--- src/rtl/core/jt_pkg.sv ---
`timescale 1ns / 1ps

package jt_pkg;

  localparam int unsigned MaxTokenLen = 32;
  // length counters cover the whole legal range of the token length
  localparam int unsigned LenW        = 6;
  localparam int unsigned KwCntW      = 3;
  localparam int unsigned CmdDepth    = 2;
  localparam int unsigned OutDepth    = 4;

  typedef enum logic [3:0] {
    TK_LBRACE = 4'd0,
    TK_RBRACE = 4'd1,
    TK_LBRACK = 4'd2,
    TK_RBRACK = 4'd3,
    TK_COLON  = 4'd4,
    TK_COMMA  = 4'd5,
    TK_STRING = 4'd6,
    TK_INT    = 4'd7,
    TK_FLOAT  = 4'd8,
    TK_TRUE   = 4'd9,
    TK_FALSE  = 4'd10,
    TK_NULL   = 4'd11
  } token_kind_e;

  typedef enum logic [2:0] {
    ERR_NONE      = 3'd0,
    ERR_ESCAPE    = 3'd1,
    ERR_KEYWORD   = 3'd2,
    ERR_SYMBOL    = 3'd3,
    ERR_TOO_LONG  = 3'd4,
    ERR_UNTERM    = 3'd5
  } error_code_e;

  typedef enum logic [6:0] {
    M_IDLE = 7'b0000001,
    M_STR  = 7'b0000010,
    M_ESC  = 7'b0000100,
    M_INT  = 7'b0001000,
    M_FRAC = 7'b0010000,
    M_KEY  = 7'b0100000,
    M_ERR  = 7'b1000000
  } mode_e;

  typedef enum logic [2:0] {
    ST_FLUSH = 3'b001,
    ST_A     = 3'b010,
    ST_B     = 3'b100
  } step_e;

  localparam logic [39:0] KwTrue  = {"true", 8'h00};
  localparam logic [39:0] KwFalse = "false";
  localparam logic [39:0] KwNull  = {"null", 8'h00};

  typedef struct packed {
    logic [3:0] kind;
    logic [7:0] vbyte;
    logic       bvalid;
    logic       tend;
    logic [2:0] err;
  } item_t;

  typedef struct packed {
    item_t item;
    logic  last;
  } res_t;

  // one command: optional number flush from a buffer half, then up to two items
  typedef struct packed {
    logic            flush;
    logic            fbank;
    logic [3:0]      fkind;
    logic [LenW-1:0] fcount;
    logic            a_v;
    item_t           a;
    logic            b_v;
    item_t           b;
  } cmd_t;

  typedef struct packed {
    logic valid;
    logic bank;
  } done_t;

  typedef struct packed {
    mode_e mode;
    logic  emit;
    item_t item;
    logic  num_start;
    logic  kw_start;
  } idle_t;

  function automatic logic is_digit(logic [7:0] c);
    return (c >= "0") && (c <= "9");
  endfunction

  function automatic logic is_kw_letter(logic [7:0] c);
    return (c == "t") || (c == "r") || (c == "u") || (c == "e") || (c == "f") ||
           (c == "a") || (c == "l") || (c == "s") || (c == "n");
  endfunction

  function automatic logic is_space(logic [7:0] c);
    return (c == " ") || (c == 8'h0A) || (c == 8'h0D) || (c == 8'h09);
  endfunction

  // letter c at position pos matches the keyword word of length wlen
  function automatic logic kw_char_ok(logic [39:0] word, logic [KwCntW-1:0] wlen,
                                      logic [KwCntW-1:0] pos, logic [7:0] c);
    logic [7:0] ch;
    ch = 8'h00;
    for (int i = 0; i < 5; i++) begin
      if (pos == KwCntW'(i)) ch = word[39 - 8*i -: 8];
    end
    return (pos < wlen) && (c == ch);
  endfunction

  function automatic item_t err_item(error_code_e code);
    item_t r;
    r = '0;
    r.err = code;
    return r;
  endfunction

  function automatic item_t tok_item(token_kind_e kind);
    item_t r;
    r = '0;
    r.kind = kind;
    r.tend = 1'b1;
    return r;
  endfunction

  function automatic idle_t idle_byte(logic [7:0] c);
    idle_t r;
    r = '0;
    r.mode = M_IDLE;
    priority if (is_space(c)) begin
      r.emit = 1'b0;
    end else if (c == "{") begin
      r.emit = 1'b1;
      r.item = tok_item(TK_LBRACE);
    end else if (c == "}") begin
      r.emit = 1'b1;
      r.item = tok_item(TK_RBRACE);
    end else if (c == "[") begin
      r.emit = 1'b1;
      r.item = tok_item(TK_LBRACK);
    end else if (c == "]") begin
      r.emit = 1'b1;
      r.item = tok_item(TK_RBRACK);
    end else if (c == ":") begin
      r.emit = 1'b1;
      r.item = tok_item(TK_COLON);
    end else if (c == ",") begin
      r.emit = 1'b1;
      r.item = tok_item(TK_COMMA);
    end else if (c == "\"") begin
      r.mode = M_STR;
    end else if (is_digit(c) || (c == "-")) begin
      r.mode      = M_INT;
      r.num_start = 1'b1;
    end else if (is_kw_letter(c)) begin
      r.mode     = M_KEY;
      r.kw_start = 1'b1;
    end else begin
      r.mode = M_ERR;
      r.emit = 1'b1;
      r.item = err_item(ERR_SYMBOL);
    end
    return r;
  endfunction

endpackage

--- src/rtl/core/json_tokenizer.sv ---
`timescale 1ns / 1ps
// path: each result passes the command queue, the stage register and the result queue
// throughput: one byte and one result per cycle while the result queue has room; a
// number flush reads one buffered byte per cycle; input stalls while the command queue
// is full or while a buffer half that the next number could need is still being flushed
// reset: rst_ni is asynchronous, active low; both queues empty, lexer idle

module json_tokenizer #(
  parameter int unsigned MAX_TOKEN_LEN = jt_pkg::MaxTokenLen
) (
  input  logic       clk_i,
  input  logic       rst_ni,
  input  logic       push,
  output logic       full,
  input  logic [7:0] text_byte_i,
  input  logic       end_of_text_i,
  output logic       empty,
  input  logic       pop,
  output logic [3:0] token_kind_o,
  output logic [7:0] value_byte_o,
  output logic       byte_valid_o,
  output logic       token_end_o,
  output logic [2:0] error_code_o,
  output logic       last_o
);

  localparam int unsigned IdxW     = $clog2(MAX_TOKEN_LEN);
  localparam int unsigned RamDepth = 2 * (2 ** IdxW);

  jt_pkg::cmd_t  cmd_in, cmd_head;
  logic          cmd_push, cmd_full, cmd_pop, cmd_empty;
  jt_pkg::done_t done;
  jt_pkg::res_t  res;
  logic          ram_we, ram_re;
  logic [IdxW:0] ram_waddr, ram_raddr;
  logic [7:0]    ram_wdata, ram_rdata;

  jt_front #(
    .MAX_TOKEN_LEN (MAX_TOKEN_LEN)
  ) u_front (
    .clk_i         (clk_i),
    .rst_ni        (rst_ni),
    .push_i        (push),
    .full_o        (full),
    .text_byte_i   (text_byte_i),
    .end_of_text_i (end_of_text_i),
    .cmd_o         (cmd_in),
    .cmd_push_o    (cmd_push),
    .cmd_full_i    (cmd_full),
    .done_i        (done),
    .ram_we_o      (ram_we),
    .ram_waddr_o   (ram_waddr),
    .ram_wdata_o   (ram_wdata)
  );

  jt_fifo #(
    .WIDTH ($bits(jt_pkg::cmd_t)),
    .DEPTH (jt_pkg::CmdDepth)
  ) u_cmd_fifo (
    .clk_i   (clk_i),
    .rst_ni  (rst_ni),
    .push_i  (cmd_push),
    .wdata_i (cmd_in),
    .full_o  (cmd_full),
    .pop_i   (cmd_pop),
    .rdata_o (cmd_head),
    .empty_o (cmd_empty),
    .cnt_o   ()
  );

  jt_ram #(
    .WIDTH (8),
    .DEPTH (RamDepth)
  ) u_token_buf (
    .clk_i   (clk_i),
    .we_i    (ram_we),
    .waddr_i (ram_waddr),
    .wdata_i (ram_wdata),
    .re_i    (ram_re),
    .raddr_i (ram_raddr),
    .rdata_o (ram_rdata)
  );

  jt_back #(
    .MAX_TOKEN_LEN (MAX_TOKEN_LEN)
  ) u_back (
    .clk_i       (clk_i),
    .rst_ni      (rst_ni),
    .cmd_i       (cmd_head),
    .cmd_empty_i (cmd_empty),
    .cmd_pop_o   (cmd_pop),
    .ram_re_o    (ram_re),
    .ram_raddr_o (ram_raddr),
    .ram_rdata_i (ram_rdata),
    .done_o      (done),
    .pop_i       (pop),
    .empty_o     (empty),
    .res_o       (res)
  );

  assign token_kind_o = res.item.kind;
  assign value_byte_o = res.item.vbyte;
  assign byte_valid_o = res.item.bvalid;
  assign token_end_o  = res.item.tend;
  assign error_code_o = res.item.err;
  assign last_o       = res.last;

  // the flush read and a new number never touch the same buffer half
  a_buf_halves: assert property (@(posedge clk_i) disable iff (!rst_ni)
    (ram_we && ram_re) |-> (ram_waddr[IdxW] != ram_raddr[IdxW]))
    else $error("token buffer write and flush read hit the same half");

  a_cmd_no_overflow: assert property (@(posedge clk_i) disable iff (!rst_ni)
    cmd_push |-> !cmd_full)
    else $error("command queue written while full");

  a_done_has_cmd: assert property (@(posedge clk_i) disable iff (!rst_ni)
    done.valid |-> (!cmd_empty && cmd_head.flush && (cmd_head.fbank == done.bank)))
    else $error("flush completion without a flush command");

  a_err_shape: assert property (@(posedge clk_i) disable iff (!rst_ni)
    (!empty && (error_code_o != jt_pkg::ERR_NONE)) |-> (!token_end_o && !byte_valid_o))
    else $error("error result carries token data");

endmodule

--- src/rtl/core/jt_ram.sv ---
`timescale 1ns / 1ps

module jt_ram #(
  parameter int unsigned WIDTH = 8,
  parameter int unsigned DEPTH = 64
) (
  input  logic                     clk_i,
  input  logic                     we_i,
  input  logic [$clog2(DEPTH)-1:0] waddr_i,
  input  logic [WIDTH-1:0]         wdata_i,
  input  logic                     re_i,
  input  logic [$clog2(DEPTH)-1:0] raddr_i,
  output logic [WIDTH-1:0]         rdata_o
);

  logic [WIDTH-1:0] mem_q [DEPTH];
  logic [WIDTH-1:0] rdata_q;

  always_ff @(posedge clk_i) begin
    if (we_i) begin
      mem_q[waddr_i] <= wdata_i;
    end
    if (re_i) begin
      rdata_q <= mem_q[raddr_i];
    end
  end

  assign rdata_o = rdata_q;

endmodule

--- src/rtl/core/jt_fifo.sv ---
`timescale 1ns / 1ps

module jt_fifo #(
  parameter int unsigned WIDTH = 8,
  parameter int unsigned DEPTH = jt_pkg::OutDepth
) (
  input  logic                       clk_i,
  input  logic                       rst_ni,
  input  logic                       push_i,
  input  logic [WIDTH-1:0]           wdata_i,
  output logic                       full_o,
  input  logic                       pop_i,
  output logic [WIDTH-1:0]           rdata_o,
  output logic                       empty_o,
  output logic [$clog2(DEPTH+1)-1:0] cnt_o
);

  localparam int unsigned PtrW = (DEPTH > 1) ? $clog2(DEPTH) : 1;
  localparam int unsigned CntW = $clog2(DEPTH+1);

  logic [WIDTH-1:0] mem_q [DEPTH];
  logic [PtrW-1:0]  wr_q, wr_d, rd_q, rd_d;
  logic [CntW-1:0]  cnt_q, cnt_d;
  logic             do_push, do_pop;

  assign full_o  = (cnt_q == CntW'(DEPTH));
  assign empty_o = (cnt_q == '0);
  assign cnt_o   = cnt_q;
  assign rdata_o = mem_q[rd_q];
  assign do_push = push_i && !full_o;
  assign do_pop  = pop_i && !empty_o;

  always_comb begin
    wr_d  = wr_q;
    rd_d  = rd_q;
    cnt_d = cnt_q;
    if (do_push) begin
      wr_d = (wr_q == PtrW'(DEPTH-1)) ? '0 : wr_q + 1'b1;
    end
    if (do_pop) begin
      rd_d = (rd_q == PtrW'(DEPTH-1)) ? '0 : rd_q + 1'b1;
    end
    unique case ({do_push, do_pop})
      2'b10:   cnt_d = cnt_q + 1'b1;
      2'b01:   cnt_d = cnt_q - 1'b1;
      default: cnt_d = cnt_q;
    endcase
  end

  always_ff @(posedge clk_i or negedge rst_ni) begin
    if (!rst_ni) begin
      wr_q  <= '0;
      rd_q  <= '0;
      cnt_q <= '0;
    end else begin
      wr_q  <= wr_d;
      rd_q  <= rd_d;
      cnt_q <= cnt_d;
    end
  end

  always_ff @(posedge clk_i) begin
    if (do_push) begin
      mem_q[wr_q] <= wdata_i;
    end
  end

endmodule

--- src/rtl/core/jt_front.sv ---
`timescale 1ns / 1ps

module jt_front #(
  parameter int unsigned MAX_TOKEN_LEN = jt_pkg::MaxTokenLen
) (
  input  logic                             clk_i,
  input  logic                             rst_ni,
  input  logic                             push_i,
  output logic                             full_o,
  input  logic [7:0]                       text_byte_i,
  input  logic                             end_of_text_i,
  output jt_pkg::cmd_t                     cmd_o,
  output logic                             cmd_push_o,
  input  logic                             cmd_full_i,
  input  jt_pkg::done_t                    done_i,
  output logic                             ram_we_o,
  output logic [$clog2(MAX_TOKEN_LEN):0]   ram_waddr_o,
  output logic [7:0]                       ram_wdata_o
);

  localparam int unsigned IdxW = $clog2(MAX_TOKEN_LEN);
  localparam int unsigned LenW = jt_pkg::LenW;
  localparam int unsigned KcW  = jt_pkg::KwCntW;

  jt_pkg::mode_e    mode_q, mode_d;
  logic [LenW-1:0]  len_q, len_d, dot_q, dot_d;
  logic             nz_q, nz_d;
  logic [KcW-1:0]   kcnt_q, kcnt_d;
  logic             mt_q, mt_d, mf_q, mf_d, mn_q, mn_d;
  logic             bank_q, bank_d;
  logic [1:0]       pend_q, pend_d, pend_clr;

  jt_pkg::cmd_t     cmd;
  jt_pkg::idle_t    id;
  logic             accept, in_num, buf_full;
  logic             do_flush, do_clear, do_idle, do_kw;
  logic             kw_ok;
  jt_pkg::token_kind_e kw_kind;
  logic             we, wbank;
  logic [IdxW-1:0]  widx;
  logic [7:0]       c;

  function automatic logic is_digit_or_dot(logic [7:0] ch, jt_pkg::mode_e m);
    return jt_pkg::is_digit(ch) || ((ch == ".") && (m == jt_pkg::M_INT));
  endfunction

  assign c        = text_byte_i;
  assign in_num   = (mode_q == jt_pkg::M_INT) || (mode_q == jt_pkg::M_FRAC);
  // a number start writes the other buffer half when it also ends a number
  assign full_o   = cmd_full_i || pend_q[bank_q] || (in_num && pend_q[~bank_q]);
  assign accept   = push_i && !full_o;
  assign buf_full = (len_q >= LenW'(MAX_TOKEN_LEN));
  assign pend_clr = done_i.valid ? (done_i.bank ? 2'b10 : 2'b01) : 2'b00;

  always_comb begin
    kw_ok   = 1'b1;
    kw_kind = jt_pkg::TK_TRUE;
    priority if (mt_q && (kcnt_q == KcW'(4))) begin
      kw_kind = jt_pkg::TK_TRUE;
    end else if (mf_q && (kcnt_q == KcW'(5))) begin
      kw_kind = jt_pkg::TK_FALSE;
    end else if (mn_q && (kcnt_q == KcW'(4))) begin
      kw_kind = jt_pkg::TK_NULL;
    end else begin
      kw_ok = 1'b0;
    end
  end

  always_comb begin
    mode_d   = mode_q;
    len_d    = len_q;
    dot_d    = dot_q;
    nz_d     = nz_q;
    kcnt_d   = kcnt_q;
    mt_d     = mt_q;
    mf_d     = mf_q;
    mn_d     = mn_q;
    bank_d   = bank_q;
    pend_d   = pend_q & ~pend_clr;
    cmd      = '0;
    we       = 1'b0;
    widx     = len_q[IdxW-1:0];
    wbank    = bank_q;
    do_flush = 1'b0;
    do_clear = 1'b0;
    do_idle  = 1'b0;
    do_kw    = 1'b0;
    id       = jt_pkg::idle_byte(c);

    if (accept) begin
      if (end_of_text_i) begin
        unique case (mode_q)
          jt_pkg::M_INT, jt_pkg::M_FRAC: do_flush = 1'b1;
          jt_pkg::M_KEY:                 do_kw = 1'b1;
          jt_pkg::M_STR, jt_pkg::M_ESC: begin
            cmd.a_v = 1'b1;
            cmd.a   = jt_pkg::err_item(jt_pkg::ERR_UNTERM);
          end
          default: ;
        endcase
        do_clear = 1'b1;
      end else begin
        unique case (mode_q)
          jt_pkg::M_IDLE: do_idle = 1'b1;
          jt_pkg::M_STR: begin
            cmd.a.kind = jt_pkg::TK_STRING;
            if (c == "\"") begin
              cmd.a_v    = 1'b1;
              cmd.a.tend = 1'b1;
              mode_d     = jt_pkg::M_IDLE;
            end else if (c == "\\") begin
              mode_d = jt_pkg::M_ESC;
            end else begin
              cmd.a_v      = 1'b1;
              cmd.a.vbyte  = c;
              cmd.a.bvalid = 1'b1;
            end
          end
          jt_pkg::M_ESC: begin
            cmd.a_v      = 1'b1;
            cmd.a.kind   = jt_pkg::TK_STRING;
            cmd.a.bvalid = 1'b1;
            mode_d       = jt_pkg::M_STR;
            priority if (c == "\"") begin
              cmd.a.vbyte = "\"";
            end else if (c == "b") begin
              cmd.a.vbyte = 8'h08;
            end else if (c == "f") begin
              cmd.a.vbyte = 8'h0C;
            end else if (c == "n") begin
              cmd.a.vbyte = 8'h0A;
            end else if (c == "t") begin
              cmd.a.vbyte = 8'h09;
            end else if (c == "\\") begin
              cmd.a.vbyte = "\\";
            end else begin
              cmd.a    = jt_pkg::err_item(jt_pkg::ERR_ESCAPE);
              mode_d   = jt_pkg::M_ERR;
              do_clear = 1'b1;
            end
          end
          jt_pkg::M_INT, jt_pkg::M_FRAC: begin
            if (is_digit_or_dot(c, mode_q)) begin
              if (buf_full) begin
                cmd.a_v  = 1'b1;
                cmd.a    = jt_pkg::err_item(jt_pkg::ERR_TOO_LONG);
                mode_d   = jt_pkg::M_ERR;
                do_clear = 1'b1;
              end else begin
                we    = 1'b1;
                len_d = len_q + 1'b1;
                if (c == ".") begin
                  dot_d  = len_q;
                  mode_d = jt_pkg::M_FRAC;
                end else if ((mode_q == jt_pkg::M_FRAC) && (c != "0")) begin
                  nz_d = 1'b1;
                end
              end
            end else begin
              do_flush = 1'b1;
              do_idle  = 1'b1;
            end
          end
          jt_pkg::M_KEY: begin
            if (jt_pkg::is_kw_letter(c)) begin
              // letters past the buffer only push the count off any match
              if (kcnt_q != '1) kcnt_d = kcnt_q + 1'b1;
              mt_d = mt_q && jt_pkg::kw_char_ok(jt_pkg::KwTrue, KcW'(4), kcnt_q, c);
              mf_d = mf_q && jt_pkg::kw_char_ok(jt_pkg::KwFalse, KcW'(5), kcnt_q, c);
              mn_d = mn_q && jt_pkg::kw_char_ok(jt_pkg::KwNull, KcW'(4), kcnt_q, c);
            end else begin
              do_kw   = 1'b1;
              do_idle = kw_ok;
            end
          end
          default: ;
        endcase
      end

      if (do_flush) begin
        cmd.flush  = 1'b1;
        cmd.fbank  = bank_q;
        cmd.fkind  = ((mode_q == jt_pkg::M_FRAC) && nz_q) ? jt_pkg::TK_FLOAT
                                                          : jt_pkg::TK_INT;
        cmd.fcount = ((mode_q == jt_pkg::M_FRAC) && !nz_q) ? dot_q : len_q;
        pend_d[bank_q] = 1'b1;
        bank_d   = ~bank_q;
        mode_d   = jt_pkg::M_IDLE;
        do_clear = 1'b1;
      end

      if (do_kw) begin
        cmd.a_v  = 1'b1;
        do_clear = 1'b1;
        if (kw_ok) begin
          cmd.a  = jt_pkg::tok_item(kw_kind);
          mode_d = jt_pkg::M_IDLE;
        end else begin
          cmd.a  = jt_pkg::err_item(jt_pkg::ERR_KEYWORD);
          mode_d = jt_pkg::M_ERR;
        end
      end

      if (end_of_text_i) begin
        mode_d = jt_pkg::M_IDLE;
      end

      if (do_clear) begin
        len_d  = '0;
        dot_d  = '0;
        nz_d   = 1'b0;
        kcnt_d = '0;
        mt_d   = 1'b0;
        mf_d   = 1'b0;
        mn_d   = 1'b0;
      end

      if (do_idle) begin
        mode_d = id.mode;
        if (id.emit) begin
          if (cmd.a_v) begin
            cmd.b_v = 1'b1;
            cmd.b   = id.item;
          end else begin
            cmd.a_v = 1'b1;
            cmd.a   = id.item;
          end
        end
        if (id.num_start) begin
          we    = 1'b1;
          wbank = bank_d;
          widx  = '0;
          len_d = LenW'(1);
        end
        if (id.kw_start) begin
          kcnt_d = KcW'(1);
          mt_d   = (c == "t");
          mf_d   = (c == "f");
          mn_d   = (c == "n");
        end
      end
    end
  end

  assign cmd_o       = cmd;
  assign cmd_push_o  = accept && (cmd.flush || cmd.a_v || cmd.b_v);
  assign ram_we_o    = accept && we;
  assign ram_waddr_o = {wbank, widx};
  assign ram_wdata_o = c;

  always_ff @(posedge clk_i or negedge rst_ni) begin
    if (!rst_ni) begin
      mode_q <= jt_pkg::M_IDLE;
      len_q  <= '0;
      dot_q  <= '0;
      nz_q   <= 1'b0;
      kcnt_q <= '0;
      mt_q   <= 1'b0;
      mf_q   <= 1'b0;
      mn_q   <= 1'b0;
      bank_q <= 1'b0;
      pend_q <= '0;
    end else begin
      mode_q <= mode_d;
      len_q  <= len_d;
      dot_q  <= dot_d;
      nz_q   <= nz_d;
      kcnt_q <= kcnt_d;
      mt_q   <= mt_d;
      mf_q   <= mf_d;
      mn_q   <= mn_d;
      bank_q <= bank_d;
      pend_q <= pend_d;
    end
  end

endmodule

--- src/rtl/core/jt_back.sv ---
`timescale 1ns / 1ps

module jt_back #(
  parameter int unsigned MAX_TOKEN_LEN = jt_pkg::MaxTokenLen
) (
  input  logic                           clk_i,
  input  logic                           rst_ni,
  input  jt_pkg::cmd_t                   cmd_i,
  input  logic                           cmd_empty_i,
  output logic                           cmd_pop_o,
  output logic                           ram_re_o,
  output logic [$clog2(MAX_TOKEN_LEN):0] ram_raddr_o,
  input  logic [7:0]                     ram_rdata_i,
  output jt_pkg::done_t                  done_o,
  input  logic                           pop_i,
  output logic                           empty_o,
  output jt_pkg::res_t                   res_o
);

  localparam int unsigned IdxW  = $clog2(MAX_TOKEN_LEN);
  localparam int unsigned LenW  = jt_pkg::LenW;
  localparam int unsigned Depth = jt_pkg::OutDepth;
  localparam int unsigned CntW  = $clog2(Depth+1);

  jt_pkg::step_e   step_q, step_d, step_eff;
  logic [LenW-1:0] idx_q, idx_d;
  logic            stage_v_q;
  jt_pkg::item_t   stage_item_q;
  logic            stage_last_q, stage_ram_q;

  jt_pkg::item_t   it;
  jt_pkg::res_t    push_res;
  logic            last, from_ram, flush_last, issue;
  logic [CntW-1:0] out_cnt;
  logic [CntW:0]   used;

  assign flush_last = ((idx_q + 1'b1) == cmd_i.fcount);
  // room for the item in the stage register plus the one issued now
  assign used  = {1'b0, out_cnt} + (CntW+1)'(stage_v_q);
  assign issue = !cmd_empty_i && (used < (CntW+1)'(Depth));

  always_comb begin
    step_eff = step_q;
    priority if ((step_q == jt_pkg::ST_FLUSH) && !cmd_i.flush) begin
      step_eff = cmd_i.a_v ? jt_pkg::ST_A : jt_pkg::ST_B;
    end else if ((step_q == jt_pkg::ST_A) && !cmd_i.a_v) begin
      step_eff = jt_pkg::ST_B;
    end else begin
      step_eff = step_q;
    end
  end

  always_comb begin
    it       = '0;
    last     = 1'b0;
    from_ram = 1'b0;
    step_d   = step_q;
    idx_d    = idx_q;
    done_o   = '0;
    done_o.bank = cmd_i.fbank;
    cmd_pop_o   = 1'b0;

    unique case (step_eff)
      jt_pkg::ST_FLUSH: begin
        it.kind   = cmd_i.fkind;
        it.bvalid = 1'b1;
        it.tend   = flush_last;
        from_ram  = 1'b1;
        last      = flush_last && !cmd_i.a_v && !cmd_i.b_v;
      end
      jt_pkg::ST_A: begin
        it   = cmd_i.a;
        last = !cmd_i.b_v;
      end
      jt_pkg::ST_B: begin
        it   = cmd_i.b;
        last = 1'b1;
      end
      default: ;
    endcase

    if (issue) begin
      if (step_eff == jt_pkg::ST_FLUSH) begin
        if (flush_last) begin
          idx_d        = '0;
          step_d       = jt_pkg::ST_A;
          done_o.valid = 1'b1;
        end else begin
          idx_d = idx_q + 1'b1;
        end
      end else begin
        step_d = jt_pkg::ST_B;
      end
      if (last) begin
        cmd_pop_o = 1'b1;
        step_d    = jt_pkg::ST_FLUSH;
        idx_d     = '0;
      end
    end
  end

  assign ram_re_o    = issue && from_ram;
  assign ram_raddr_o = {cmd_i.fbank, idx_q[IdxW-1:0]};

  always_ff @(posedge clk_i or negedge rst_ni) begin
    if (!rst_ni) begin
      step_q    <= jt_pkg::ST_FLUSH;
      idx_q     <= '0;
      stage_v_q <= 1'b0;
    end else begin
      step_q    <= step_d;
      idx_q     <= idx_d;
      stage_v_q <= issue;
    end
  end

  always_ff @(posedge clk_i) begin
    if (issue) begin
      stage_item_q <= it;
      stage_last_q <= last;
      stage_ram_q  <= from_ram;
    end
  end

  always_comb begin
    push_res            = '0;
    push_res.item       = stage_item_q;
    push_res.last       = stage_last_q;
    if (stage_ram_q) push_res.item.vbyte = ram_rdata_i;
  end

  jt_fifo #(
    .WIDTH ($bits(jt_pkg::res_t)),
    .DEPTH (Depth)
  ) u_res_fifo (
    .clk_i   (clk_i),
    .rst_ni  (rst_ni),
    .push_i  (stage_v_q),
    .wdata_i (push_res),
    .full_o  (),
    .pop_i   (pop_i),
    .rdata_o (res_o),
    .empty_o (empty_o),
    .cnt_o   (out_cnt)
  );

endmodule
--- config.mk ---
export PLATFORM = sky130hd
export DESIGN_NAME = json_tokenizer
export DESIGN_NICKNAME = d
export VERILOG_FILES = /design/src/rtl/core/jt_pkg.sv /design/src/rtl/core/json_tokenizer.sv /design/src/rtl/core/jt_ram.sv /design/src/rtl/core/jt_fifo.sv /design/src/rtl/core/jt_front.sv /design/src/rtl/core/jt_back.sv
export SDC_FILE = /design/constraint.sdc
export NUM_CORES = 1
export LEC_CHECK = 0
export BUFFER_PORTS_ARGS = -buffer_cell sky130_fd_sc_hd__buf_4
export CORE_ASPECT_RATIO = 2
export CORE_MARGIN = 2
export CORE_UTILIZATION = 45
export CTS_CLUSTER_DIAMETER = 150
export CTS_CLUSTER_SIZE = 25
export DETAILED_ROUTE_END_ITERATION = 12
export GPL_ROUTABILITY_DRIVEN = 1
export SLEW_MARGIN = 20
export SYNTH_ARGS = -nofsm -noshare
export SYNTH_HDL_FRONTEND = slang
export SYNTH_SLANG_ARGS = --single-unit
export TNS_END_PERCENT = 50
--- constraint.sdc ---
create_clock -name clk_i -period 11.7 [get_ports clk_i]
set_clock_uncertainty 0.1 [all_clocks]
set_input_delay 0 -clock clk_i [delete_from_list [all_inputs] [get_ports clk_i]]
set_output_delay 0 -clock clk_i [all_outputs]
set_load 0.02 [all_outputs]
==> impl_metrics.ini <==
[status]
status = finished clean

[global_routing]
grt.met1_usage_pct = 26.20
grt_pass1_vias = 15454
grt.busiest_layer = met2
grt_util_met2_pct = 32.81
global_route.overflow_total = 0
grt_util_met3_pct = 2.482
grt_max_degree = 90
wire_length_of_the_first_global_routing_pass_mm = 99.71
gr-usage-all-layers_pct = 19.25
antenna_found_initial = 1

[logic_synthesis]
synth_top_area_share_pct = 67.73
yosys.area.top_type = sky130_fd_sc_hd__edfxtp_1
yosys_register_bits = 729
syn_nets = 1649
post_synth.cell_area_avg_um2 = 18.58
synth_enable_flop_cells = 679
synth_most_common_cell = sky130_fd_sc_hd__edfxtp_1
syn-cell-area_um2 = 30110
seq_area_frac_synth_pct = 71.89
netlist_top_cells_count = sky130_fd_sc_hd__edfxtp_1 (679), sky130_fd_sc_hd__mux4_2 (186), sky130_fd_sc_hd__nor2_1 (121)
number_of_instances_in_the_synthesized_netlist = 1620
synth.top_cells.by_area = sky130_fd_sc_hd__edfxtp_1 (68%), sky130_fd_sc_hd__mux4_2 (14%), sky130_fd_sc_hd__dfrtp_1 (4.0%), sky130_fd_sc_hd__nor2_1 (1.5%), sky130_fd_sc_hd__mux2i_1 (1.4%)
synth_warnings = 0
post_synth_num_cell_types = 74
ys_dominant_reg_cell = sky130_fd_sc_hd__edfxtp_1
synth_async_reset_ratio_pct = 6.859

[place]
place.gp.congestion = 0.8814
dpl_cell_area_um2 = 31230
dp_hpwl_mm = 42.03
preCtsSetupSlack_ns = 7.273
buffer_ports.inserted = 32

[clock_tree]
clkTransAtPathRegs_ns = 0.09
cts_resized = 0
clkLatencyLatePin_ns = 0.57
cts-buffers-inserted = 35
clk_sinks = 729
clockRootBuffer = sky130_fd_sc_hd__clkbuf_16
post_cts_buffers = 0
tritoncts_clock_tree = built
cts_hold_repair.buffers = 12
cts.path.max_buffers = 3
htree_num_levels = 2

[drt]
drt-pass1-iter-count = 7
via_per_inst = 5.986
route.vias.total = 15108
post-route-drc-count = 0
detail-route-antenna-nets = 0
wl_per_cell_um = 26.32
detail_route.iter0.violations = 1600
postRouteWirelength_mm = 66.43

[setup_path]
worstPathMaxFanout = 89
worstSetupStartpointType = input pin
setup.worst_path.start = text_byte_i[4]
worst-endpoint-arrival_ns = 4.49
rr_worst_depth = 6
worstSetupEndpointType = register
cp_data_required_time_ns = 11.81
worst-r2r-setup-slack_ns = 7.43
timing.setup.critical_path_class = input pin to register
rr_startpoint = u_front.mode_q[1]$_DFFE_PN0P_

[sta]
fin_worst_hold_slack_ns = 0.02041
rsz0062_at_grt = false
finalHoldViolCount = 0
tightest_slew_ns = 1.026
timing.setup.tns_ns = 0
period_needed_ns = 4.380
final-setup-viol-count = 0
period_share_pct = 37.43
final-max-slew-violation-count = 0
slew-limit-headroom_pct = 31.59
worst_slack_ns = 7.320
max_clock_freq_ghz = 0.2283

[hold_path]
min_delay_path_depth = 1
hold_class = input pin to register
critical_hold_path_startpoint = text_byte_i[3]

[floorplan]
initial_core_utilization_pct = 45.35
chipWidth_um = 186.9
floorplan.die.height_um = 369.8
core_region_area_um2 = 66390
io_pins = 33
fp-row-count = 134
die-area_um2 = 69110

[layout]
finish.instance_area_um2 = 32340
drive_above_1_share_pct = 19.16
area_growth_syn_to_layout_pct = 7.418
design.final.nets = 1657

[power_and_ir_drop]
worst_ir_drop_vdd_v = 0.0001604
power.density_nw_per_um2 = 136.5
power.static_leakage_nw = 9.505

[flow_run]
maximum_capacitance_violations = 0
-- final timing paths --
kind / end
max: u_token_buf.mem_q[2][3]$_DFFE_PP_
min: u_token_buf.mem_q[29][3]$_DFFE_PP_
max reg2reg: u_token_buf.mem_q[55][1]$_DFFE_PP_
min reg2reg: u_front.dot_q[5]$_DFFE_PN0P_
max in group asynchronous: u_cmd_fifo.rd_q$_DFFE_PN0P_
min in group asynchronous: u_back.step_q[0]$_DFFE_PN1P_
-- routing by layer --
metal | share of wire [%] | up-vias
li1 | - | 6526
met2 | 51 | 525
met1 | 41 | 7956
met4 | 2.8 | 0
met5 | 0 | -
met3 | 5.3 | 101
-- worst max-delay path: stages --
cell and delay [ns]:
sky130_fd_sc_hd__dlygate4sd3_1 0.53, sky130_fd_sc_hd__buf_4 0.69, sky130_fd_sc_hd__mux2_2 0.42, sky130_fd_sc_hd__a22oi_1 0.19
sky130_fd_sc_hd__a21oi_1 0.21, sky130_fd_sc_hd__o31ai_2 0.54, sky130_fd_sc_hd__nand3_1 0.60, sky130_fd_sc_hd__mux2_2 0.55
sky130_fd_sc_hd__nor2_1 0.70
-- area by class of cell --
cell class / instances / area, µm²
clock inverter: 3 / 58.81
inverter: 30 / 112.6
timing repair buffer: 60 / 498.0
sequential: 729 / 21660
fill: 5521 / 34050
antenna: 1 / 2.502
clock buffer: 45 / 913.4
multi-input combinational: 772 / 7993
tap: 884 / 1106
-- metrics by stage --
stage,util [%],instances,total power [mW]
final,48.71,2524,4.415
after global routing,48.71,2523,4.554
after CTS,48.71,2523,4.454
after detailed placement,47.03,2463,3.127
after global placement,47.03,2463,3.119
after floorplan,-,1620,3.037
-- sequential cells by signal (all words and copies together), names as in the netlist, 6 cells and up --
register and count:
u_token_buf.mem_q 512, u_back.u_res_fifo.mem_q 72, u_cmd_fifo.mem_q 68, u_back.push_res 9, u_back.stage_item_q 8, u_token_buf.rdata_o 8, u_front.mode_q 7, u_back.idx_q 6
u_front.dot_q 6, u_front.len_q 6
-- logic make-up (layout without fill, tap and decap cells) --
logic type | Yosys count | after routing | share of synthesized area, %
buffers and inverters | 119 | 138 | 1.592
adder cells (fa/ha/maj) | 16 | 16 | 0.6899
flip-flops | 729 | 729 | 71.89
other | 0 | 1 | 0
AO/OA/AOI/OAI | 148 | 148 | 3.495
XOR/XNOR | 28 | 28 | 0.8145
multiplexers | 241 | 241 | 15.80
AND/OR/NAND/NOR | 339 | 339 | 5.714
-- power breakdown --
group,internal [mW],switching (mW),total (mW),leakage [nW]
sequential,2.84,0.0221,2.87,6.43
clock,0.564,0.784,1.35,0.469
combinational,0.0842,0.118,0.202,2.61
-- placed cells by master (no fill, tap or decap), drive strengths merged, types with 27 or more instances in the layout --
master	n
edfxtp	679
mux4	186
nor2	122
nand2	59
buf	49
dfrtp	48
clkbuf	45
mux2i	43
o21ai	36
inv	32
a21oi	27
(Power assumes the default switching activity.)
